## config.mk

```make
export PLATFORM = sky130hd
export DESIGN_NAME = bts_cell
export DESIGN_NICKNAME = d
export VERILOG_FILES = /design/src/rtl/budgeted_top_score_selector_unit_defines.svh /design/src/rtl/bts_pkg.sv /design/src/rtl/bts_cell.sv
export SDC_FILE = /design/constraint.sdc
export NUM_CORES = 1
export LEC_CHECK = 0
export ABC_AREA = 1
export BUFFER_PORTS_ARGS = -buffer_cell sky130_fd_sc_hd__buf_2
export CAP_MARGIN = 20
export CORE_ASPECT_RATIO = 0.9
export CORE_MARGIN = 5
export CORE_UTILIZATION = 52
export DETAILED_ROUTE_END_ITERATION = 16
export GPL_TIMING_DRIVEN = 0
export HOLD_SLACK_MARGIN = 0.15
export PLACE_DENSITY = 0.9
export SYNTH_ARGS = -nofsm -noshare
export SYNTH_HDL_FRONTEND = slang
export SYNTH_SLANG_ARGS = --single-unit
```

## constraint.sdc

```tcl
create_clock -name clk -period 5.5 [get_ports clk]
set_input_delay 0 -clock clk [delete_from_list [all_inputs] [get_ports clk]]
set_output_delay 0 -clock clk [all_outputs]
set_load 0.02 [all_outputs]
```

## src/rtl/budgeted_top_score_selector_unit_defines.svh

```systemverilog
// Assertion macros for the selector RTL.
`ifndef BUDGETED_TOP_SCORE_SELECTOR_UNIT_DEFINES_SVH
`define BUDGETED_TOP_SCORE_SELECTOR_UNIT_DEFINES_SVH

// Same-cycle implication, checked on clk, off while rst is high.
`define BTS_ASSERT_NOW(label, ante, cons, msg) \
  label: assert property (@(posedge clk) disable iff (rst) (ante) |-> (cons)) else $error(msg);

// Next-cycle implication, checked on clk, off while rst is high.
`define BTS_ASSERT_NEXT(label, ante, cons, msg) \
  label: assert property (@(posedge clk) disable iff (rst) (ante) |=> (cons)) else $error(msg);

`endif

```

## src/rtl/bts_pkg.sv

```systemverilog
package bts_pkg;

  // Field widths
  localparam int SCORE_W    = 16;
  localparam int WORDS_W    = 10;
  localparam int TOTAL_W    = 16;
  localparam int BUDGET_W   = 16;
  localparam int MODE_W     = 2;
  localparam int SENT_IDX_W = 6;
  localparam int CNT_W      = 7;
  localparam int CFG_IDX_W  = 1;
  localparam int S_TDATA_W  = 32;
  localparam int M_TDATA_W  = 8;
  localparam int PCT_W      = 7;
  localparam int PROD_W     = TOTAL_W + PCT_W;

  localparam int MAX_SENTENCES_DEF = 64;

  localparam logic [PCT_W-1:0] PCT_FULL = PCT_W'(100);

  // Configuration register indexes
  localparam logic [CFG_IDX_W-1:0] REG_SELECT_MODE = 1'b0;
  localparam logic [CFG_IDX_W-1:0] REG_BUDGET      = 1'b1;

  // Selection modes
  localparam logic [MODE_W-1:0] MODE_PERCENT = 2'd0;
  localparam logic [MODE_W-1:0] MODE_LINES   = 2'd1;
  localparam logic [MODE_W-1:0] MODE_WORDS   = 2'd2;

  // Best-so-far candidate passed along the cell chain
  typedef struct packed {
    logic                  valid;
    logic [SCORE_W-1:0]    score;
    logic [WORDS_W-1:0]    words;
    logic [SENT_IDX_W-1:0] idx;
  } cand_t;

  // Broadcast control from the sequencer to every cell
  typedef struct packed {
    logic                  load;
    logic [SENT_IDX_W-1:0] load_idx;
    logic [SCORE_W-1:0]    load_score;
    logic [WORDS_W-1:0]    load_words;
    logic                  mark;
    logic [SENT_IDX_W-1:0] mark_idx;
    logic                  clear;
    logic                  rep_load;
    logic                  rep_shift;
  } cell_ctl_t;

endpackage

```

## src/rtl/bts_cell.sv

```systemverilog
module bts_cell #(
  parameter int CELL_IDX = 0
) (
  input  logic              clk,
  input  logic              rst,
  input  bts_pkg::cell_ctl_t ctl,
  input  bts_pkg::cand_t    cand_in,
  output bts_pkg::cand_t    cand_out,
  input  logic              rep_in,
  output logic              rep_out
);
  import bts_pkg::*;

  localparam logic [SENT_IDX_W-1:0] MY_IDX = SENT_IDX_W'(CELL_IDX);

  logic               loaded;
  logic               picked;
  logic [SCORE_W-1:0] score;
  logic [WORDS_W-1:0] words;
  logic               eligible;
  cand_t              cand_next;

  // A held, unpicked sentence replaces the incoming best when that is empty or on a strictly
  // higher score, so the earliest sentence keeps a tie.
  always_comb begin
    eligible  = loaded && !picked;
    cand_next = cand_in;
    if (eligible && (!cand_in.valid || score > cand_in.score)) begin
      cand_next.valid = 1'b1;
      cand_next.score = score;
      cand_next.words = words;
      cand_next.idx   = MY_IDX;
    end
  end

  // Flags and candidate register
  always_ff @(posedge clk) begin
    if (rst) begin
      loaded   <= 1'b0;
      picked   <= 1'b0;
      cand_out <= '0;
    end else begin
      cand_out <= cand_next;
      if (ctl.clear) begin
        loaded <= 1'b0;
        picked <= 1'b0;
      end else begin
        if (ctl.load && ctl.load_idx == MY_IDX) loaded <= 1'b1;
        if (ctl.mark && ctl.mark_idx == MY_IDX) picked <= 1'b1;
      end
    end
  end

  // Sentence payload and report shift stage
  always_ff @(posedge clk) begin
    if (ctl.load && ctl.load_idx == MY_IDX) begin
      score <= ctl.load_score;
      words <= ctl.load_words;
    end
    if (ctl.rep_load) begin
      rep_out <= picked;
    end else if (ctl.rep_shift) begin
      rep_out <= rep_in;
    end
  end

endmodule

```

* Word level (Yosys, flattened, before mapping) *
Cells that the tools add are included.

operators by class
  magnitude comparators = 1
  reductions and logical operators = 12
  muxes and demuxes = 3

operator list
  kind               number
  $mux 33            1
  $gt 16x16->1       1
  $logic_not 6->1    2
  $logic_and 1x1->1  4
  $reduce_or 2->1    2
  $logic_not 1->1    2
  $mux 1             2
  $reduce_bool 2->1  1
  $logic_or 1x1->1   1

word-level totals
  output and inout bits = 34
  flip-flop bits (word level) = 62

* Depth between registers and ports, before layout *
Gate-level depths: netlist of run 1.

  word-level depth = 4
  gate-level depth with buffers = 17

* Least setup slack after synthesis of run 1 *
OpenSTA, ideal clock, no wires.

  path type = input -> register
  start point = input port ctl[37] (netlist bit)
  end point = register score[0], enable pin
  path slack = 2284 ps
  cell stages on the path = 3
  path buffers = 0
  data required time = 5019 ps
  arrival time = 2736 ps
  cells stage by stage = nor2_1 nand3b_1 nor4_1

between the ends
  cells in the longest elaborated chain, start to end = 2

ends and longest elaborated chain
  item                  line            RTL
  start, declared       bts_cell.sv:6   input bts_pkg::cell_ctl_t ctl,
  $logic_not 6->1       bts_cell.sv:56  if (ctl.load && ctl.load_idx == MY_IDX) begin
  $logic_and 1x1->1     bts_cell.sv:56
  end signal, assigned  bts_cell.sv:57  score <= ctl.load_score;
  end, declared         bts_cell.sv:18  logic [SCORE_W-1:0] score;

No other way between the ends.
A chain may end at the register's enable or synchronous reset.

* Worst setup path after layout of run 1 *
  start point = register score[14]
  end point = register cand_out[15] (netlist bit)

between the ends
  cells in the longest elaborated chain, start to end = 4

ends and longest elaborated chain
  item                  line            RTL
  $gt 16x16->1          bts_cell.sv:28  if (eligible && (!cand_in.valid || score > cand_in.score)) begin
  $logic_or 1x1->1      bts_cell.sv:28
  $logic_and 1x1->1     bts_cell.sv:28
  $mux 33               bts_cell.sv:28
  end signal, assigned  bts_cell.sv:43  cand_out <= cand_next;
  end, declared         bts_cell.sv:8   output bts_pkg::cand_t cand_out,

No other way between the ends.

==> results of run 1 <==
routing by layer:
layer	vias up	part of all wire (%)	global-route usage, %
met5	-	0	0
met4	0	3.8	11.8
li1	1378	-	-
met1	1324	34	27.8
met3	47	9.9	8.46
met2	196	53	51.9
critical path: cells and delay by family, from the launching register on:
family	cells	cell delay, ps
flops	1	430
compound gates	1	160
buf+inv	2	740
fa+ha+maj	1	330
simple gates	6	740
layout make-up:
class	count	share of cell area (%)
inverters	54	4.58
repair buffers	187	29.5
clock inverters	1	0.113
plain buffers	12	2.26
clock buffers	15	4.98
multi-input cells	180	22.5
diodes	1	0.0566
well taps	67	1.90
flip-flops and latches	62	34.2
power groups by stage:
stage               Clock (W)  Sequential (W)  Combinational (W)
floorplan                   0        0.000526          0.0000471
global placement            0        0.000508           0.000115
detailed placement          0        0.000509           0.000120
CTS                  0.000435        0.000498           0.000159
global route         0.000456        0.000500           0.000179
finish               0.000436        0.000499           0.000164
cell usage after synthesis, drive strengths merged, types with 2 or more instances:
cell and n:
nor2 45, a21oi 34, nor4 2, inv 53
nand2 47, nand3 29, ha 16, edfxtp 27
dfxtp 35, clkbuf 3, or2 2, buf 9
what timing repair did:
action | in CTS | in global routing
setup buffers | 0 | 0
hold buffers | 72 | 0
hold endpoints to repair | 74 | 0
registers in the layout, indices dropped and copies added, names as in the netlist:
signal    flops
cand_out     33
loaded        1
picked        1
rep_out       1
score        16
words        10
logic make-up (layout without fill, tap and decap cells):
kind of cell / after synthesis / after routing / synth area share, %
AND/OR/NAND/NOR: 128 / 128 / 21.6
adder cells (fa/ha/maj): 16 / 16 / 7.15
other: 0 / 1 / 0
AO/OA/AOI/OAI: 36 / 36 / 6.52
buffers and inverters: 66 / 269 / 10.8
flip-flops: 62 / 62 / 54.0
per-stage QoR:
step	cell area (sq um)	std cells	utilization, %	total power [W]
final	4420	579	84.2	0.00110
after global routing	4420	578	84.1	0.00114
after CTS	4420	578	84.1	0.00109
after detailed placement	3470	490	66.1	0.000628
after global placement	3450	487	65.6	0.000622
after floorplan	2800	308	-	0.000573
cells in the final DEF (no fill, tap or decap), types with 2 or more instances in the layout:
master         Yosys  final
nand3_1           19     19
ha_1              16     16
or2_2              2      2
nor2_1            44     44
dlygate4sd3_1      0     72
clkbuf_8           0     10
dfxtp_1           35     35
buf_6              7      7
edfxtp_1          27     27
nand3_2           10     10
a21oi_1           34     34
clkbuf_16          0      3
nand2_1           44     44
nand2_2            2      2
inv_1             53     53
buf_4              0      3
clkbuf_1           3      5
buf_2              2    114
final timing paths:
| path | start | end | slack (ps) |
|---|---|---|---|
| setup / recovery | score[14]$_DFFE_PP_ | cand_out[15]$_SDFF_PP0_ | 2990 |
| hold / removal | cand_in[32] | cand_out[4]$_SDFF_PP0_ | 230 |
| setup reg to reg | score[14]$_DFFE_PP_ | cand_out[15]$_SDFF_PP0_ | 2990 |
| hold reg to reg | loaded$_SDFFE_PP0P_ | loaded$_SDFFE_PP0P_ | 500 |
==> impl_metrics.yaml, run 1 <==
clock_tree:
  clkLatencyLatePin_ps: 340
  cts_resized: 0
  clk_pin_slew_ps: 70
  h-tree-depth: 3
  clk_path_buf_depth: 2
  cts_buffers: 9
  cts_sinks: 62
  cts_tree: "yes"
  clock-root-buffer: "clkbuf_8"
place:
  place.port_buffers: 112
  dpl.hpwl_um: 5330
  place_ws_ps: 3640
  gp_congestion: 0.835
die:
  start_util_pct: 53.3
  io_pins: 113
  dieArea_sq_um: 6960
  die_w_um: 87.4
  core_area_sq_um: 5260
  row_count: 25
  die_y_um: 79.6
yosys:
  synth-seq-area-share_pct: 54.0
  synth_seq_cells: 62
  netlist_instances: 308
  syn_area_per_cell_sq_um: 9.10
  synth_nets: 403
  synth_top_cell_by_area: "edfxtp_1"
  synth_edf_count: 27
  synth-main-ff-cell: "dfxtp_1"
  synthArstFlopShare_pct: 0
  yosys.area.top_type_share_pct: 28.9
  yosys_warnings: 0
  yosysUniqueCellTypes: 23
  syn-cell-area_sq_um: 2800
  yosys-top-cells-area: "edfxtp_1 29%, dfxtp_1 25%, ha_1 7.1%"
global_route:
  grt_pass1_vias: 3085
  overflow: 0
  antenna_found_initial: 0
  grt.total_usage_pct: 27.7
  grt_max_degree: 12
  grt_pass1_wl_um: 14600
power:
  p_switching_w: 0.000263
  combinationalPowerShare_pct: 15.0
  clkPwrFrac_pct: 39.7
  powerDensity_nw_per_um2: 249
  vdd_drop_max_v: 0.000185
  seqPwrFrac_pct: 45.4
  internal_power_w: 0.000837
  switching_share_pct: 23.9
  leakage_nw: 2.23
detailed_routing:
  vias_per_cell: 5.09
  dr_total_vias: 2945
  wirelength_um: 9210
  drcViolationCount: 0
  routedWlPerCell_um: 15.9
  dr.first_iter.drc_count: 173
  ant_nets: 0
  drtPass1Iterations: 5
sta:
  final_max_slew_viol_count: 0
  setup_viol: 0
  slew_headroom_pct: 63.9
  fmax_ghz: 0.399
  clock_skew_ps: 7.78
  fin_ws_ps: 2990
  final_hold_viol_count: 0
  post-route-min-period_ps: 2510
  tns_ps: 0
  rsz0062_at_grt: "false"
  fin_hold_ws_ps: 225
  worst_slew_pin_slew_ps: 542
  post-route-period-util_pct: 45.6
critical_path:
  crit_path_end_kind: "register"
  worstPathRequired_ps: 5720
  slowest_delay_ps: 570
  path_cells: "ha_1, nand2_2, nor3_2, nand3_1, nand2_2, nand2_4, buf_6, a21oi_1, nor2_1, dlygate4sd3_1"
  rr_worst_depth: 10
  crit_arrival_ps: 2730
  path_max_fanout: 10
  start_kind: "register"
  cpMostUsedCell: "nand2_2"
  path_class: "register to register"
  critPathSlowestCell: "dlygate4sd3_1"
layout:
  seqCellArea_sq_um: 1510
  drive_gt1_share_pct: 30.5
  syn2layout_area_growth_pct: 57.9
  fillers: 299
  fin_nets: 601
  multiInputGateArea_sq_um: 993
worst_hold_path:
  holdPathStages: 5
  hold_path_class: "input port to register"
run_status:
  outcome: "complete, no violations"
flow_run:
  maxCapViolations: 0
No activity file was read; power rests on OpenSTA's default activity.
==> run 2: changes to the inputs <==
--- a/config.mk
+++ b/config.mk
@@ -5,16 +5,16 @@
 export SDC_FILE = /design/constraint.sdc
 export NUM_CORES = 1
 export LEC_CHECK = 0
-export ABC_AREA = 1
+export ABC_AREA = 0
 export BUFFER_PORTS_ARGS = -buffer_cell sky130_fd_sc_hd__buf_2
 export CAP_MARGIN = 20
 export CORE_ASPECT_RATIO = 0.9
 export CORE_MARGIN = 5
-export CORE_UTILIZATION = 52
+export CORE_UTILIZATION = 48
 export DETAILED_ROUTE_END_ITERATION = 16
 export GPL_TIMING_DRIVEN = 0
 export HOLD_SLACK_MARGIN = 0.15
-export PLACE_DENSITY = 0.9
+export PLACE_DENSITY = 0.85
 export SYNTH_ARGS = -nofsm -noshare
 export SYNTH_HDL_FRONTEND = slang
 export SYNTH_SLANG_ARGS = --single-unit
==> constraint.sdc (replaced) <==
create_clock -name clk -period 2.5 [get_ports clk]
set_input_delay 0 -clock clk [delete_from_list [all_inputs] [get_ports clk]]
set_output_delay 0 -clock clk [all_outputs]
set_load 0.02 [all_outputs]
==> run 2 against run 1 <==
Net effect:
- synthesized cell count shrank 27%
- sequential cell count is the same
- sequential power grew 120%
- clock skew grew 3.8 ps
- critical endpoint is now cand_out[19]$_SDFF_PP0_
- largest cell class unchanged
==> impl_metrics.yaml, run 2 <==
worst_hold_path:
  hold_path_class: "input port to register"
sta:
  post-route-min-period_ps: 2270
  final_max_slew_viol_count: 0
  fmax_ghz: 0.441
  worst_slew_pin_slew_ps: 603
  setup_viol: 0
  clock_skew_ps: 11.6
  post-route-period-util_pct: 90.6
  rsz0062_at_grt: "false"
  slew_headroom_pct: 59.6
  fin_ws_ps: 235
  final_hold_viol_count: 0
critical_path:
  start_kind: "register"
  path_max_fanout: 10
  critPathSlowestCell: "edfxtp_1"
  path_class: "register to register"
  crit_arrival_ps: 2520
  path_cells: "ha_1, nand4_1, nor4_2, a21boi_2, o31a_1, buf_6, buf_12, mux2i_1"
  cp_top_family: "simple AND/OR/NAND/NOR gates"
  crit_path_end_kind: "register"
  cp.buffers_inverters: 2
  worstPathRequired_ps: 2750
  slowest_delay_ps: 400
global_route:
  grt_max_degree: 16
  grt_pass1_vias: 2576
  grt_pass1_wl_um: 12300
  overflow: 0
  grt.total_usage_pct: 21.1
  antenna_found_initial: 0
yosys:
  syn-cell-area_sq_um: 2780
  syn_area_per_cell_sq_um: 12.3
  synth-main-ff-cell: "dfxtp_1"
  netlist_instances: 226
  yosys_warnings: 0
  synth_edf_count: 27
  yosysMostFrequentCell: "nand2b_1"
  yosys-top-cells-area: "edfxtp_1 29%, dfxtp_1 25%, nand2b_1 12%"
  synth_top_cell_by_area: "edfxtp_1"
  yosys.area.top_type_share_pct: 29.2
  synth_seq_cells: 62
  synth_top_cells_by_count: "52 x nand2b_1, 35 x dfxtp_1, 27 x edfxtp_1"
  synthArstFlopShare_pct: 0
  synth_nets: 321
  yosysUniqueCellTypes: 33
  synth-seq-area-share_pct: 54.5
place:
  gp_congestion: 0.736
  place.port_buffers: 112
  place_ws_ps: 245
  dpl.hpwl_um: 4610
detailed_routing:
  drtPass1Iterations: 4
  ant_nets: 0
  wirelength_um: 7430
  dr.first_iter.drc_count: 45
  vias_per_cell: 4.77
  dr_total_vias: 2360
  drcViolationCount: 0
  routedWlPerCell_um: 15.0
clock_tree:
  clkLatencyLatePin_ps: 340
  cts_sinks: 62
  cts_buffers: 9
  cts_tree: "yes"
  clock-root-buffer: "clkbuf_8"
  clk_path_buf_depth: 2
  clk_pin_slew_ps: 70
  h-tree-depth: 3
  postCtsHoldBufs: 70
  cts_resized: 0
  post-cts-setup-buffer-count: 0
die:
  die_w_um: 90.2
  core_area_sq_um: 5660
  start_util_pct: 49.0
  io_pins: 113
  die_y_um: 82.1
  dieArea_sq_um: 7400
  row_count: 26
layout:
  layout_common_cells: "112 x buf_2, 70 x dlygate4sd3_1, 52 x nand2b_1"
  drive_gt1_share_pct: 33.9
  utilization_pct: 76.6
  regMostFlops: "cand_out"
  syn2layout_area_growth_pct: 56.2
  largest_reg_flops: 33
  layout_commonest_cell: "buf_2"
  antenna_cells: 0
  fin_nets: 515
  reg_top3: "cand_out x33, score x16, words x10"
power:
  powerDensity_nw_per_um2: 516
  leakage_nw: 1.93
  vdd_drop_max_v: 0.000337
run_status:
  outcome: "complete, no violations"
flow_run:
  maxCapViolations: 0
-- run 2: cell types whose count changed in the layout (fill, tap and decap cells not counted), sizes merged, moves of 3 or more --
cell / change
nand2b: +52
nand2: -45
nor2: -43
inv: -36
nand3: -28
a21oi: -27
mux2i: +26
buf: -6
nor3b: +6
nor3: +3
-- run 2: worst paths after layout --
path	start	slack, ps	cells after the start	end
max	score[15]$_DFFE_PP_	230	8	cand_out[19]$_SDFF_PP0_
min	ctl[18]	360	2	words[8]$_DFFE_PP_
max reg2reg	score[15]$_DFFE_PP_	230	8	cand_out[19]$_SDFF_PP0_
min reg2reg	loaded$_SDFFE_PP0P_	490	2	loaded$_SDFFE_PP0P_
-- run 2: worst reg2reg max path, stage by stage (launching register included) --
cell and delay, ps:
edfxtp_1 400, ha_1 320, nand4_1 210, nor4_2 370, a21boi_2 200, o31a_1 150
buf_6 150, buf_12 150, mux2i_1 230
-- run 2: cell families after synthesis --
logic type      synth area share (%)
compound gates                  3.88
fa+ha+maj                       7.21
buf+inv                         5.68
flops                           54.5
mux                             9.78
simple gates                    19.0
-- run 2: per-layer routing --
metal	global-route usage [%]	vias up	share of wire [%]
met2	40.1	88	53
met5	0	-	0
met3	5.80	13	6.5
met1	22.7	1094	40
met4	8.18	0	1.4
li1	-	1165	-
-- run 2: area by class of cell --
class / instances / area, sq um
multi-input combinational: 137 / 1120
clock buffer: 15 / 176
timing repair buffer: 183 / 1280
buffer: 10 / 93.8
inverter: 17 / 63.8
sequential: 62 / 1510
fill: 386 / 1330
tap: 70 / 87.6
clock inverter: 1 / 5.00
-- run 2: power breakdown --
group	leakage, nW	switching, W	total, W	internal, W
logic	1.30	0.000141	0.000323	0.000182
registers	0.536	0.00000862	0.00110	0.00109
clock network	0.0937	0.000376	0.000818	0.000442
-- run 2: metrics by stage --
step | setup TNS, ps | hold slack (ps) | cells | total power (W) | instance area (sq um)
final | 0 | 362 | 495 | 0.00224 | 4340
after global routing | 0 | 376 | 495 | 0.00233 | 4340
after CTS | 0 | 351 | 495 | 0.00225 | 4340
after detailed placement | 0 | 178 | 409 | 0.00136 | 3450
after global placement | -161 | 177 | 408 | 0.00135 | 3440
after floorplan | 0 | 76.8 | 226 | 0.00124 | 2790
