--- config.mk ---
export PLATFORM = sky130hd
export DESIGN_NAME = bts_ctrl
export DESIGN_NICKNAME = d
export VERILOG_FILES = /design/src/rtl/budgeted_top_score_selector_unit_defines.svh /design/src/rtl/bts_pkg.sv /design/src/rtl/bts_ctrl.sv
export SDC_FILE = /design/constraint.sdc
export NUM_CORES = 1
export LEC_CHECK = 0
export ABC_AREA = 1
export BUFFER_PORTS_ARGS = -buffer_cell sky130_fd_sc_hd__buf_2
export CAP_MARGIN = 20
export CORE_MARGIN = 2
export CORE_UTILIZATION = 44
export DETAILED_ROUTE_END_ITERATION = 7
export PLACE_DENSITY = 0.71
export SLEW_MARGIN = 40
export SYNTH_ARGS = -nofsm -noshare
export SYNTH_HDL_FRONTEND = slang
export SYNTH_SLANG_ARGS = --single-unit
--- constraint.sdc ---
create_clock -name clk -period 10.8 [get_ports clk]
set_clock_uncertainty 0.15 [all_clocks]
set_input_delay 0.54 -clock clk [delete_from_list [all_inputs] [get_ports clk]]
set_output_delay 0.54 -clock clk [all_outputs]
set_load 0.01 [all_outputs]
--- src/rtl/budgeted_top_score_selector_unit_defines.svh ---
// Assertion macros for the selector RTL.
`ifndef BUDGETED_TOP_SCORE_SELECTOR_UNIT_DEFINES_SVH
`define BUDGETED_TOP_SCORE_SELECTOR_UNIT_DEFINES_SVH

// Same-cycle implication, checked on clk, off while rst is high.
`define BTS_ASSERT_NOW(label, ante, cons, msg) \
  label: assert property (@(posedge clk) disable iff (rst) (ante) |-> (cons)) else $error(msg);

// Next-cycle implication, checked on clk, off while rst is high.
`define BTS_ASSERT_NEXT(label, ante, cons, msg) \
  label: assert property (@(posedge clk) disable iff (rst) (ante) |=> (cons)) else $error(msg);

`endif

--- src/rtl/bts_pkg.sv ---
package bts_pkg;

  // Field widths
  localparam int SCORE_W    = 16;
  localparam int WORDS_W    = 10;
  localparam int TOTAL_W    = 16;
  localparam int BUDGET_W   = 16;
  localparam int MODE_W     = 2;
  localparam int SENT_IDX_W = 6;
  localparam int CNT_W      = 7;
  localparam int CFG_IDX_W  = 1;
  localparam int S_TDATA_W  = 32;
  localparam int M_TDATA_W  = 8;
  localparam int PCT_W      = 7;
  localparam int PROD_W     = TOTAL_W + PCT_W;

  localparam int MAX_SENTENCES_DEF = 64;

  localparam logic [PCT_W-1:0] PCT_FULL = PCT_W'(100);

  // Configuration register indexes
  localparam logic [CFG_IDX_W-1:0] REG_SELECT_MODE = 1'b0;
  localparam logic [CFG_IDX_W-1:0] REG_BUDGET      = 1'b1;

  // Selection modes
  localparam logic [MODE_W-1:0] MODE_PERCENT = 2'd0;
  localparam logic [MODE_W-1:0] MODE_LINES   = 2'd1;
  localparam logic [MODE_W-1:0] MODE_WORDS   = 2'd2;

  // Best-so-far candidate passed along the cell chain
  typedef struct packed {
    logic                  valid;
    logic [SCORE_W-1:0]    score;
    logic [WORDS_W-1:0]    words;
    logic [SENT_IDX_W-1:0] idx;
  } cand_t;

  // Broadcast control from the sequencer to every cell
  typedef struct packed {
    logic                  load;
    logic [SENT_IDX_W-1:0] load_idx;
    logic [SCORE_W-1:0]    load_score;
    logic [WORDS_W-1:0]    load_words;
    logic                  mark;
    logic [SENT_IDX_W-1:0] mark_idx;
    logic                  clear;
    logic                  rep_load;
    logic                  rep_shift;
  } cell_ctl_t;

endpackage

--- src/rtl/bts_ctrl.sv ---
module bts_ctrl #(
  parameter int MAX_SENTENCES = bts_pkg::MAX_SENTENCES_DEF
) (
  input  logic                           clk,
  input  logic                           rst,
  input  logic                           cfg_we,
  input  logic [bts_pkg::CFG_IDX_W-1:0]  cfg_index,
  input  logic [bts_pkg::BUDGET_W-1:0]   cfg_wdata,
  input  logic                           s_tvalid,
  output logic                           s_tready,
  input  logic [bts_pkg::SCORE_W-1:0]    in_score,
  input  logic [bts_pkg::WORDS_W-1:0]    in_words,
  input  logic                           s_tlast,
  output logic                           m_tvalid,
  input  logic                           m_tready,
  output logic [bts_pkg::SENT_IDX_W-1:0] out_idx,
  output logic                           out_chosen,
  output logic                           m_tlast,
  input  bts_pkg::cand_t                 winner,
  input  logic                           rep_head,
  output bts_pkg::cell_ctl_t             ctl
);
  import bts_pkg::*;

  typedef enum logic [4:0] {
    ST_IDLE  = 5'b00001,
    ST_CHECK = 5'b00010,
    ST_SCAN  = 5'b00100,
    ST_APPLY = 5'b01000,
    ST_DRAIN = 5'b10000
  } state_t;

  localparam logic [CNT_W-1:0] N_CNT    = CNT_W'(MAX_SENTENCES);
  localparam logic [CNT_W-1:0] SCAN_END = CNT_W'(MAX_SENTENCES - 1);

  state_t              state;
  state_t              state_next;
  logic [MODE_W-1:0]   select_mode;
  logic [BUDGET_W-1:0] budget;
  logic [CNT_W-1:0]    count;
  logic [CNT_W-1:0]    picks;
  logic [CNT_W-1:0]    scan_cnt;
  logic [CNT_W-1:0]    out_k;
  logic [TOTAL_W-1:0]  total_words;
  logic [TOTAL_W-1:0]  picked_words;

  logic                in_acc;
  logic                out_adv;
  logic                go_on;
  logic [PCT_W-1:0]    pct;
  logic [PROD_W-1:0]   lhs;
  logic [PROD_W-1:0]   rhs;
  logic [BUDGET_W-1:0] line_limit;
  logic                out_last;

  assign s_tready = (state == ST_IDLE);
  assign in_acc   = s_tvalid && s_tready;
  assign out_adv  = (state == ST_DRAIN) && (!m_tvalid || m_tready);
  assign out_last = (out_k + CNT_W'(1)) == count;

  // Stop rule for the current mode
  always_comb begin
    pct        = (budget > BUDGET_W'(PCT_FULL)) ? PCT_FULL : budget[PCT_W-1:0];
    lhs        = PROD_W'(picked_words) * PROD_W'(PCT_FULL);
    rhs        = PROD_W'(pct) * PROD_W'(total_words);
    line_limit = (budget < BUDGET_W'(count)) ? budget : BUDGET_W'(count);
    unique case (select_mode)
      MODE_PERCENT: go_on = lhs < rhs;
      MODE_LINES:   go_on = BUDGET_W'(picks) < line_limit;
      MODE_WORDS:   go_on = (picked_words < total_words) && (picked_words <= budget);
      default:      go_on = 1'b0;
    endcase
  end

  // Next state
  always_comb begin
    state_next = state;
    unique case (state)
      ST_IDLE:  if (in_acc && s_tlast) state_next = ST_CHECK;
      ST_CHECK: state_next = (go_on && picks != count) ? ST_SCAN : ST_DRAIN;
      ST_SCAN:  if (scan_cnt == SCAN_END) state_next = ST_APPLY;
      ST_APPLY: state_next = ST_CHECK;
      ST_DRAIN: if (out_adv && out_last) state_next = ST_IDLE;
      default:  state_next = ST_IDLE;
    endcase
  end

  // Cell control broadcast
  always_comb begin
    ctl            = '0;
    ctl.load       = in_acc && (count < N_CNT);
    ctl.load_idx   = count[SENT_IDX_W-1:0];
    ctl.load_score = in_score;
    ctl.load_words = in_words;
    ctl.mark       = (state == ST_APPLY) && winner.valid;
    ctl.mark_idx   = winner.idx;
    ctl.clear      = out_adv && out_last;
    ctl.rep_load   = (state == ST_CHECK) && !(go_on && picks != count);
    ctl.rep_shift  = out_adv;
  end

  // Control registers
  always_ff @(posedge clk) begin
    if (rst) begin
      state        <= ST_IDLE;
      select_mode  <= MODE_PERCENT;
      budget       <= '0;
      count        <= '0;
      picks        <= '0;
      scan_cnt     <= '0;
      out_k        <= '0;
      total_words  <= '0;
      picked_words <= '0;
      m_tvalid     <= 1'b0;
    end else begin
      state <= state_next;
      if (cfg_we) begin
        unique case (cfg_index)
          REG_SELECT_MODE: select_mode <= cfg_wdata[MODE_W-1:0];
          REG_BUDGET:      budget      <= cfg_wdata;
          default:         ;
        endcase
      end
      if (ctl.load) begin
        count       <= count + CNT_W'(1);
        total_words <= total_words + TOTAL_W'(in_words);
      end
      if (state == ST_CHECK) scan_cnt <= '0;
      else if (state == ST_SCAN) scan_cnt <= scan_cnt + CNT_W'(1);
      if (ctl.mark) begin
        picks        <= picks + CNT_W'(1);
        picked_words <= picked_words + TOTAL_W'(winner.words);
      end
      if (out_adv) begin
        m_tvalid <= 1'b1;
        out_k    <= out_k + CNT_W'(1);
      end else if (m_tready) begin
        m_tvalid <= 1'b0;
      end
      // end of document: clear running totals
      if (ctl.clear) begin
        count        <= '0;
        picks        <= '0;
        out_k        <= '0;
        total_words  <= '0;
        picked_words <= '0;
      end
    end
  end

  // Result register
  always_ff @(posedge clk) begin
    if (out_adv) begin
      out_idx    <= out_k[SENT_IDX_W-1:0];
      out_chosen <= rep_head;
      m_tlast    <= out_last;
    end
  end

endmodule

# Word-level counts from Yosys, hierarchy flattened
# Cells that the tools add are included.
[classes]
add_sub_neg = 6
multipliers = 2
div = 0
order_cmp = 7
n_eq_ne = 13
n_shift = 0
muxes = 10
bitwise_logic = 1
reduce_logical = 19
[ops]
columns = ["operator", "count"]
rows = [
  ["$add 16x10->16", 2],
  ["$add 7x1->7 const B", 4],
  ["$pmux 5 s5", 1],
  ["$lt 23x23->1", 1],
  ["$mul 7x16->23", 1],
  ["$mul 16x5->21 const B", 1],
  ["$mux 5", 4],
  ["$gt 16x7->1 const B", 1],
  ["$le 16x16->1", 1],
  ["$lt 16x16->1", 1],
  ["$lt 16x7->1", 1],
  ["$lt 7x16->1", 1],
  ["$mux 16", 1],
  ["$logic_and 1x1->1", 9],
  ["$eq 7x6->1 const B", 1],
  ["$eq 7x7->1", 1],
  ["$lt 7x7->1 const B", 1],
  ["$mux 7", 1],
  ["$ne 7x7->1", 1],
  ["$eq 5x1->1 const B", 1],
  ["$eq 5x2->1 const B", 1],
  ["$eq 5x3->1 const B", 1],
  ["$eq 5x4->1 const B", 1],
  ["$eq 5x5->1 const B", 1],
  ["14 further kinds", 19],
]
[totals]
register_bits = 92
latch_bits = 0
mem_bits_rw = 0
romBits = 0
in_bits = 83
out_inout_bits = 53
elab_cells = 71
mem_count = 0

# Depth between registers and ports, before layout
# Gate-level depths: netlist (run 1).
[logic_depth]
depth_word = 8
ltp_mapped = 40
depth_no_buf = 40

# Worst setup path after synthesis (run 1)
# Ideal clock, no wire load.
[synth_path]
kind = "register to output"
start = "register budget[7]"
end = "output port ctl[1] (netlist bit)"
arrival_ns = 6.160
required_time_ns = 10.110
path_slack_ns = 3.950
stages_incl_launch_ff = 38
path_cell_list = "dfxtp_1 nor2_1 nand3_1 nor2_1 nand2_1 nor2_1 inv_1 clkbuf_1 nor2_1 fa_1 fa_1 fa_1 inv_1 fa_1 inv_1 ha_1 a21oi_1 inv_1 [... 2 more ...] a21oi_1 o21ai_1 a21boi_0 o21ai_1 xor2_1 ha_1 nand2_1 nor2_1 nand2_1 nor4_1 nand2_1 nand2_1 nand2_1 nand2_1 nor2_1 nand2_1 nand2_1 inv_1"
[synth_rtl]
columns = ["item", "line_no", "text"]
rows = [
  ["from (decl)", "bts_ctrl.sv:39", "logic [BUDGET_W-1:0] budget;"],
  ["from (signal assigned)", "bts_ctrl.sv:120", "REG_BUDGET: budget <= cfg_wdata;"],
  ["to (decl)", "bts_ctrl.sv:21", "output bts_pkg::cell_ctl_t ctl"],
]

==> results.json, run 1 <==
{
  "syn_area_um2": 11700,
  "yosysTopAreaCell": "ha_1",
  "grt_use_met3_pct": 2.66,
  "grt_pass1_vias": 9829,
  "die-area_um2": 27800,
  "gp_congestion": 0.898,
  "maxCapViolations": 0,
  "drt_iter0_drc": 696,
  "period_minus_slack_ns": 8.85,
  "r2r_cells": 36,
  "clock-sinks": 92,
  "ctsHoldBuffers": 0,
  "slew_headroom_pct": 43.4,
  "ys_ff_latch": 92,
  "grt_util_met1_pct": 25.1,
  "multi_input_area_um2": 8160,
  "ys_warn_count": 0,
  "p_leak_nw": 6.63,
  "ioPinCount": 136,
  "path_clk_slew_ns": 0.08,
  "grt_util_all_layers_pct": 19.9,
  "min_from": "rep_head",
  "cts_buffer_depth": 2,
  "rows": 59,
  "ctsHtreeMaxLevel": 3,
  "overflow": 0,
  "rsz0062_at_grt": "false",
  "dp_hpwl_mm": 21.9,
  "use_met2_pct": 35.9,
  "post_drt_wl_per_cell_um": 14.0,
  "syn_inst": 1576,
  "via_per_inst": 5.12,
  "fin_total_pwr_w": 0.00134,
  "grt-busiest-layer": "met2",
  "regToRegStartpoint": "budget[7]$_SDFFE_PP0P_",
  "fmax_ghz": 0.113,
  "place_ws_ns": 2.41,
  "wl_mm": 27.1,
  "drtAntennaViolNets": 0,
  "die_w_um": 167,
  "initial_utilization_pct": 44.8,
  "setup_slack_ns": 1.95,
  "layout-drive-gt1-share_pct": 8.69,
  "core_area_um2": 26100,
  "nFillCells": 2555,
  "syn_nets": 1923,
  "critPathMaxStageDelay_ns": 0.60,
  "synth_top_family_by_area": "adder cells",
  "cts_setup_buffers": 0,
  "layout.nets": 1941,
  "tightest_slew_ns": 0.848,
  "crit_fanout": 11,
  "holdPathStages": 1,
  "crit_arrival_ns": 8.16,
  "yosysSeqAreaShare_pct": 16.5,
  "ys_types": 47,
  "cts_resized": 0,
  "synth_area_leaders": "ha_1 (20%), dfxtp_1 (14%), fa_1 (14%), inv_1 (9.7%), nand2_1 (9.5%)",
  "crit_path_top_delay_cell": "nor2_1",
  "avgSynthCellArea_um2": 7.40,
  "synth_top_area_share_pct": 19.5,
  "io_buffers": 75,
  "critPathLaunchType": "register",
  "register_area_um2": 1920,
  "synth-simple-area-share_pct": 18.9,
  "holdPathEnd": "out_chosen$_DFFE_PP_",
  "setup_viol": 0,
  "synth_edf_count": 8,
  "r2r-end": "state[4]$_SDFFE_PP0P_",
  "first_pass_iters": 5,
  "crit_top_cell": "nand2_1",
  "worstHoldPathType": "input pin to register",
  "synth-compound-area-share_pct": 12.4,
  "status": "finished clean",
  "drv_slew": 0,
  "antenna_found_initial": 0,
  "synth_flop_cell": "dfxtp_1",
  "drc_errors": 0,
  "async_flop_share_pct": 0,
  "syn2layout_area_growth_pct": 5.70,
  "criticalPathCategory": "register to primary output",
  "cts_root_buf": "clkbuf_16",
  "synth_fa_ha_area_share_pct": 33.6,
  "num_vias": 9894,
  "finalCritPeriodShare_pct": 81.9,
  "power_density_nw_per_um2": 108,
  "synth_commonest_cells": "inv_1 (302), nand2_1 (294), ha_1 (182), a21oi_1 (140), nor2_1 (115)",
  "die_h_um": 167,
  "grt_max_degree": 41,
  "synth_xor_area_share_pct": 5.03,
  "synthMostInstantiatedCell": "inv_1",
  "grt_pass1_wl_mm": 46.1,
  "cts_tree": "done",
  "antenna_cells": 0,
  "rrSetupSlack_ns": 2.87,
  "vdd_drop_max_mv": 0.0826,
  "critPathRequiredTime_ns": 10.11,
  "clk_latency_ns": 0.36,
  "end_kind": "primary output",
  "cts_made_buffers": 9,
  "startpoint": "budget[7]$_SDFFE_PP0P_",
  "synth.area.mux_share_pct": 0,
  "fin_tns_setup_ns": 0,
  "hold_violations": 0
}
critical path: cells and delay by family, from the launching register on:
family	cells	cell delay, ns
AO/OA/AOI/OAI	9	1.54
XOR/XNOR	1	0.16
adder cells (fa/ha/maj)	6	2.75
buffers and inverters	6	0.74
flip-flops	1	0.33
AND/OR/NAND/NOR	15	2.26
worst max-delay path by stage:
stage / endpoint / slack, ns / depth (start not counted)
finish: ctl[1] / 1.95 / 37
floorplan: ctl[1] / 3.95 / 37
detailed placement: ctl[1] / 2.41 / 37
global route: ctl[1] / 1.45 / 37
CTS: ctl[1] / 1.99 / 37
global placement: ctl[1] / 2.53 / 36
layout make-up:
type                    count  area share [%]
multi-input cells        1109            66.2
flip-flops and latches     92            15.6
inverters                 307            9.36
well taps                 335            3.40
repair buffers             75            3.05
clock buffers               9            1.83
clock inverters             7           0.599
cell usage in the layout (no fill, tap or decap), types with 8 or more instances in the layout:
| master | Yosys | routed |
|---|---|---|
| nor2_1 | 115 | 114 |
| dfxtp_1 | 84 | 84 |
| nor2_2 | 10 | 11 |
| xnor2_1 | 23 | 23 |
| buf_2 | 5 | 75 |
| clkbuf_16 | 0 | 9 |
| nand2_1 | 294 | 293 |
| ha_1 | 182 | 182 |
| a21oi_2 | 9 | 9 |
| o21ai_0 | 64 | 64 |
| fa_1 | 82 | 82 |
| nor3_1 | 17 | 17 |
| a21oi_1 | 140 | 140 |
| edfxtp_1 | 8 | 8 |
| xor2_1 | 44 | 44 |
| o21ai_2 | 9 | 9 |
| nand4_1 | 14 | 14 |
| inv_1 | 302 | 302 |
| nand3_1 | 38 | 38 |
registers in the layout, summed over array words and instances (netlist names):
register / count
picks: 7
picked_words: 16
scan_cnt: 7
m_tvalid: 1
state: 5
out_idx: 6
m_tlast: 1
out_chosen: 1
total_words: 16
out_k: 7
select_mode: 2
count: 7
budget: 16
routing by layer:
layer / vias to the layer above / part of all wire (%)
met5: - / 0
met3: 40 / 3.6
met4: 0 / 1.8
li1: 5016 / -
met1: 4646 / 45
met2: 192 / 49
metrics by stage:
step | hold WS, ns | instance area [um2] | utilization, % | cells
final | 0.201 | 12300 | 47.3 | 1934
after CTS | 0.188 | 12300 | 47.3 | 1934
after global placement | 0.298 | 12000 | 46.1 | 1918
after global routing | 0.188 | 12300 | 47.3 | 1934
after detailed placement | 0.304 | 12000 | 46.2 | 1918
after floorplan | 0.289 | 11700 | - | 1576
where the power goes:
part | internal, W | switching, W
Sequential | 0.000363 | 0.0000354
Clock | 0.000164 | 0.000160
Combinational | 0.000229 | 0.000384
cells by family (layout without fill, tap and decap cells):
| family | Yosys count | after routing |
|---|---|---|
| AO/OA/AOI/OAI | 260 | 260 |
| buffers and inverters | 375 | 398 |
| XOR/XNOR | 67 | 67 |
| AND/OR/NAND/NOR | 518 | 518 |
| flip-flops | 92 | 92 |
| adder cells (fa/ha/maj) | 264 | 264 |
Note: power is estimated with default switching activity, not from simulation.
==> inputs of run 2 (changes only) <==
- ABC_AREA: 1 -> 0
- clock period: 10.8 -> 8.9 ns (I/O delays scaled with it)
==> run 2 against run 1 <==
Net effect:
- die area rose by 0.11%
- first-iteration DRC count fell by 18%
- register-to-register slack got worse by 1.7 ns
- synthesized cell count fell by 10%
- sequential cell count did not move
- setup slack got worse by 1.5 ns
- critical path type unchanged
- largest cell class unchanged
==> results.json, run 2 <==
{
  "cts_made_buffers": 9,
  "clock-sinks": 92,
  "cts_tree": "done",
  "yosysSeqAreaShare_pct": 16.5,
  "io_buffers": 75,
  "dp_hpwl_mm": 21.8,
  "fmax_ghz": 0.118,
  "grt_use_met3_pct": 2.59,
  "slew_headroom_pct": 41.8,
  "ctsHtreeMaxLevel": 3,
  "cts_setup_buffers": 0,
  "layout_common_cells": "inv_1 (185), ha_1 (182), nand2_1 (144)",
  "vdd_drop_max_mv": 0.111,
  "critPathMaxStageDelay_ns": 0.56,
  "worstHoldPathType": "input pin to register",
  "async_flop_share_pct": 0,
  "synthMostInstantiatedCell": "inv_1",
  "cts_root_buf": "clkbuf_16",
  "syn_inst": 1416,
  "fin_tns_setup_ns": 0,
  "drt_iter0_drc": 570,
  "drc_errors": 0,
  "power_density_nw_per_um2": 114,
  "grt_util_all_layers_pct": 20.3,
  "synth_area_leaders": "ha_1 (20%), dfxtp_1 (14%), fa_1 (14%), inv_1 (5.9%), nand2_1 (4.6%)",
  "first_pass_iters": 4,
  "cts_resized": 0,
  "end_kind": "primary output",
  "critPathLaunchType": "register",
  "num_vias": 9718,
  "synth_top_area_share_pct": 19.5,
  "ys_warn_count": 0,
  "drtAntennaViolNets": 0,
  "initial_utilization_pct": 44.8,
  "ioPinCount": 136,
  "top_regs": "budget: 16 flops, picked_words: 16 flops, total_words: 16 flops",
  "final_cells": 1774,
  "criticalPathCategory": "register to primary output",
  "post_drt_wl_per_cell_um": 15.7,
  "tightest_slew_ns": 0.862,
  "syn2layout_area_growth_pct": 6.53,
  "grt_pass1_vias": 9440,
  "synth_edf_count": 8,
  "place_ws_ns": 0.641,
  "synth_flop_cell": "dfxtp_1",
  "setup_slack_ns": 0.410,
  "grt_max_degree": 54,
  "antenna_cells": 0,
  "rsz0062_at_grt": "false",
  "hold_violations": 0,
  "layout-drive-gt1-share_pct": 9.38,
  "gp_congestion": 0.862,
  "grt_util_met1_pct": 29.5,
  "rows": 59,
  "ys_ff_latch": 92,
  "rrSetupSlack_ns": 1.21,
  "setup_viol": 0,
  "via_per_inst": 5.48,
  "period_minus_slack_ns": 8.49,
  "wl_mm": 27.8,
  "syn_area_um2": 11700,
  "crit_arrival_ns": 7.90,
  "avgSynthCellArea_um2": 8.25,
  "crit_fanout": 14,
  "final_common_cell": "inv_1",
  "holdPathStages": 1,
  "r2r-end": "state[2]$_SDFFE_PP0P_",
  "r2r_cells": 29,
  "syn_nets": 1763,
  "crit_top_cell": "fa_1",
  "finalInstanceArea_um2": 12400,
  "yosysTopAreaCell": "ha_1",
  "clk_latency_ns": 0.35,
  "status": "finished clean",
  "placed_cells": 1758,
  "die-area_um2": 27900,
  "grt-busiest-layer": "met2",
  "maxCapViolations": 0,
  "die_h_um": 167,
  "overflow": 0,
  "holdPathEnd": "out_chosen$_DFFE_PP_",
  "core_area_um2": 26100,
  "ctsHoldBuffers": 0,
  "min_from": "rep_head",
  "crit_path_top_delay_cell": "fa_1",
  "synth_commonest_cells": "inv_1 (185), ha_1 (182), nand2_1 (144), a21oi_1 (97), nor2_1 (89)",
  "regToRegStartpoint": "budget[0]$_SDFFE_PP0P_",
  "layout.nets": 1781,
  "p_leak_nw": 6.15,
  "cts_buffer_depth": 2,
  "die_w_um": 167,
  "ys_types": 72,
  "post_dp_cell_area_um2": 12100,
  "antenna_found_initial": 0,
  "grt_pass1_wl_mm": 46.8,
  "use_met2_pct": 32.3,
  "drv_slew": 0,
  "finalCritPeriodShare_pct": 95.4,
  "path_clk_slew_ns": 0.07,
  "critPathRequiredTime_ns": 8.31
}
-- run 2: cell families after synthesis --
family	share of synthesized area [%]
simple gates	19.0
buf+inv	10.4
fa+ha+maj	33.6
compound gates	13.4
flops	16.5
xor+xnor	6.72
mux	0.514
-- run 2: layout make-up --
type	count	area [um2]
fill	2465	13600
clock inverter	7	75.1
sequential	92	1920
clock buffer	9	225
timing repair buffer	89	484
inverter	188	706
tap	335	419
multi-input combinational	1054	8610
-- run 2: routing by layer --
metal  share of wire [%]  vias up
met4                 1.4        0
met2                  45      207
met1                  49     4675
met3                 4.4       28
met5                   0        -
li1                    -     4808
-- run 2: where the power goes --
| part | switching [W] | total (W) | internal (W) |
|---|---|---|---|
| Combinational | 0.000341 | 0.000561 | 0.000221 |
| Clock | 0.000168 | 0.000388 | 0.000219 |
| Sequential | 0.0000344 | 0.000470 | 0.000435 |
| Total | 0.000543 | 0.00142 | 0.000876 |
-- run 2: how the worst max path moves through the flow --
stage	from	endpoint	slack (ns)	depth (start not counted)
after floorplan	budget[10]$_SDFFE_PP0P_	ctl[1]	1.25	27
after CTS	budget[2]$_SDFFE_PP0P_	ctl[1]	0.20	28
after global routing	budget[0]$_SDFFE_PP0P_	ctl[1]	0.01	30
after detailed placement	budget[2]$_SDFFE_PP0P_	ctl[1]	0.64	29
after global placement	budget[2]$_SDFFE_PP0P_	ctl[1]	0.70	28
final	budget[0]$_SDFFE_PP0P_	ctl[1]	0.41	30
-- run 2: critical path, delay by kind of cell, from the launching register on --
family / cells / cell delay [ns]
xor gates and xnor gates: 1 / 0.19
DFF: 1 / 0.46
adders and majority gates: 6 / 2.67
AOI/OAI and AO/OA: 13 / 2.60
buffers and inverters: 5 / 0.73
and+or+nand+nor: 5 / 0.90
-- run 2: per-stage QoR --
stage,utilization [%],hold WS (ns),power [W]
finish,47.7,0.137,0.00142
global placement,46.4,0.319,0.00102
CTS,47.6,0.126,0.00142
detailed placement,46.4,0.322,0.00103
global route,47.7,0.122,0.00153
floorplan,-,0.253,0.000892
==> inputs of run 3 (changes only) <==
- PLACE_DENSITY: 0.71 -> 0.73
- clock period: 8.9 -> 7.8 ns (I/O delays scaled with it)
==> run 3 against run 2 <==
Net effect:
- the run now ends with setup timing left
- via count increased by 6.4%
- critical path depth unchanged
- wire length increased by 12%
- highest routed layer unchanged
- setup slack got worse by 0.51 ns
- sequential share of layout area down 1.2 points
- sequential power increased by 12%
- sequential cell count did not move
- register-to-register slack got worse by 0.90 ns
- largest power group unchanged
- first-iteration DRC count increased by 41%
- die area unchanged
==> results.json, run 3 (same netlist as run 2, synthesis figures left out) <==
{
  "violations": "setup timing",
  "antenna_found_initial": 0,
  "routed.top_layer": "met4",
  "critPathLaunchType": "register",
  "setup_viol": 1,
  "drc_errors": 0,
  "post_drt_wl_per_cell_um": 17.0,
  "antenna_cells": 0,
  "ctsHtreeMaxLevel": 3,
  "cts_tree": "done",
  "multi_input_area_um2": 9120,
  "initial_utilization_pct": 44.8,
  "setup_slack_ns": -0.0995,
  "first_pass_iters": 7,
  "cts_root_buf": "clkbuf_16",
  "register_area_um2": 1920,
  "nFillCells": 2331,
  "io_buffers": 75,
  "dp_hpwl_mm": 22.5,
  "critPathRequiredTime_ns": 7.26,
  "num_vias": 10300,
  "wl_mm": 31.1,
  "maxCapViolations": 0,
  "via_per_inst": 5.64,
  "top_regs": "budget: 16 flops, picked_words: 16 flops, total_words: 16 flops",
  "layout-drive-gt1-share_pct": 17.4,
  "cts_buffer_depth": 2,
  "grt_util_all_layers_pct": 22.0,
  "final_common_cell": "inv_1",
  "route.met2.wl_mm": 14.4,
  "wl_met3_mm": 2.45,
  "end_kind": "primary output",
  "clk_latency_ns": 0.36,
  "crit_fanout": 3,
  "drtAntennaViolNets": 0,
  "criticalPathCategory": "register to primary output",
  "fmax_ghz": 0.127,
  "clock-sinks": 92,
  "crit_arrival_ns": 7.36,
  "slew_headroom_pct": 39.9,
  "wl_met1_mm": 13.4,
  "drv_slew": 0,
  "tightest_slew_ns": 0.901,
  "status": "finished, violations left",
  "grt_max_degree": 54,
  "finalCritPeriodShare_pct": 101,
  "post_dp_cell_area_um2": 12400,
  "grt_pass1_vias": 10100,
  "gp_congestion": 0.891,
  "ioPinCount": 136,
  "cts_made_buffers": 9,
  "overflow": 0,
  "rsz0062_at_grt": "true",
  "grt_pass1_wl_mm": 50.2,
  "p_leak_nw": 6.49,
  "die-area_um2": 27900,
  "period_minus_slack_ns": 7.90,
  "hold_ws_ns": 0.0532,
  "worstHoldPathType": "input pin to register",
  "hold_violations": 0,
  "fin_tns_setup_ns": -0.0995,
  "die_h_um": 167,
  "layout_common_cells": "inv_1 (180), ha_1 (174), nand2_1 (144)",
  "power_density_nw_per_um2": 133,
  "drt_iter0_drc": 802,
  "path_buf_inv": 7,
  "rows": 59,
  "critPathMaxStageDelay_ns": 0.59,
  "finalInstanceArea_um2": 13500,
  "syn2layout_area_growth_pct": 15.5,
  "layout.nets": 1839,
  "core_area_um2": 26100,
  "fin_total_pwr_w": 0.00180,
  "vdd_drop_max_mv": 0.0991,
  "die_w_um": 167,
  "path_clk_slew_ns": 0.07,
  "crit_path_top_delay_cell": "fa_1",
  "crit_family": "adder cells"
}
[run 3: cell count changes in the layout (fill, tap and decap cells not counted), sizes merged]
| cell | delta |
|---|---|
| bufinv | -1 |
| bufbuf | +1 |
| clkinv | +2 |
| clkinvlp | -1 |
| buf | +57 |
[run 3: layer usage]
| layer | up-vias | global-route usage, % |
|---|---|---|
| met5 | - | 0 |
| met3 | 74 | 3.83 |
| met4 | 0 | 7.27 |
| met2 | 405 | 35.1 |
| met1 | 4915 | 30.1 |
| li1 | 4942 | - |
[run 3: stage by stage]
| stage | util [%] | setup slack, ns | std cells |
|---|---|---|---|
| floorplan | - | 0.202 | 1416 |
| global placement | 47.5 | -0.0310 | 1792 |
| detailed placement | 47.5 | -0.159 | 1792 |
| CTS | 51.2 | -0.0418 | 1830 |
| global route | 51.8 | -0.419 | 1832 |
| finish | 51.8 | -0.0995 | 1832 |
[run 3: power breakdown]
part | leakage (nW) | switching, W | internal, W
clock network | 0.142 | 0.000216 | 0.000225
registers | 0.756 | 0.0000288 | 0.000497
logic | 5.59 | 0.000479 | 0.000354
total | 6.49 | 0.000724 | 0.00108
[run 3: timing repair]
item                                    4_1_cts  5_1_grt
setup buffers                                19        2
gates cloned                                  3        0
hold buffers                                  0        0
pin swaps                                    58       32
endpoints found under the setup margin        1        3
resized for setup                            82       17
[run 3: area by class of cell]
class                      count  area share, %
sequential                    92           14.3
timing repair buffer         147           7.59
clock buffer                   9           1.67
inverter                     188           5.23
multi-input combinational   1054           67.6
clock inverter                 7          0.538
tap                          335           3.11
[run 3: worst reg2reg max path, delay by kind of cell (launching register included)]
| family | cells | cell delay, ns |
|---|---|---|
| multiplexers | 1 | 0.23 |
| flip-flops | 1 | 0.34 |
| AO/OA/AOI/OAI | 6 | 0.82 |
| AND/OR/NAND/NOR | 9 | 1.93 |
| buffers and inverters | 10 | 1.25 |
| adder cells (fa/ha/maj) | 6 | 2.66 |
[run 3: worst paths after layout]
check                            endpoint                     from  slack [ns]  cells past startpoint
setup / recovery                   ctl[1]  budget[10]$_SDFFE_PP0P_        -0.1                     30
hold reg to reg   budget[13]$_SDFFE_PP0P_  budget[13]$_SDFFE_PP0P_        0.33                      2
setup reg to reg    state[2]$_SDFFE_PP0P_  budget[10]$_SDFFE_PP0P_        0.31                     32
hold / removal       out_chosen$_DFFE_PP_                 rep_head        0.05                      1
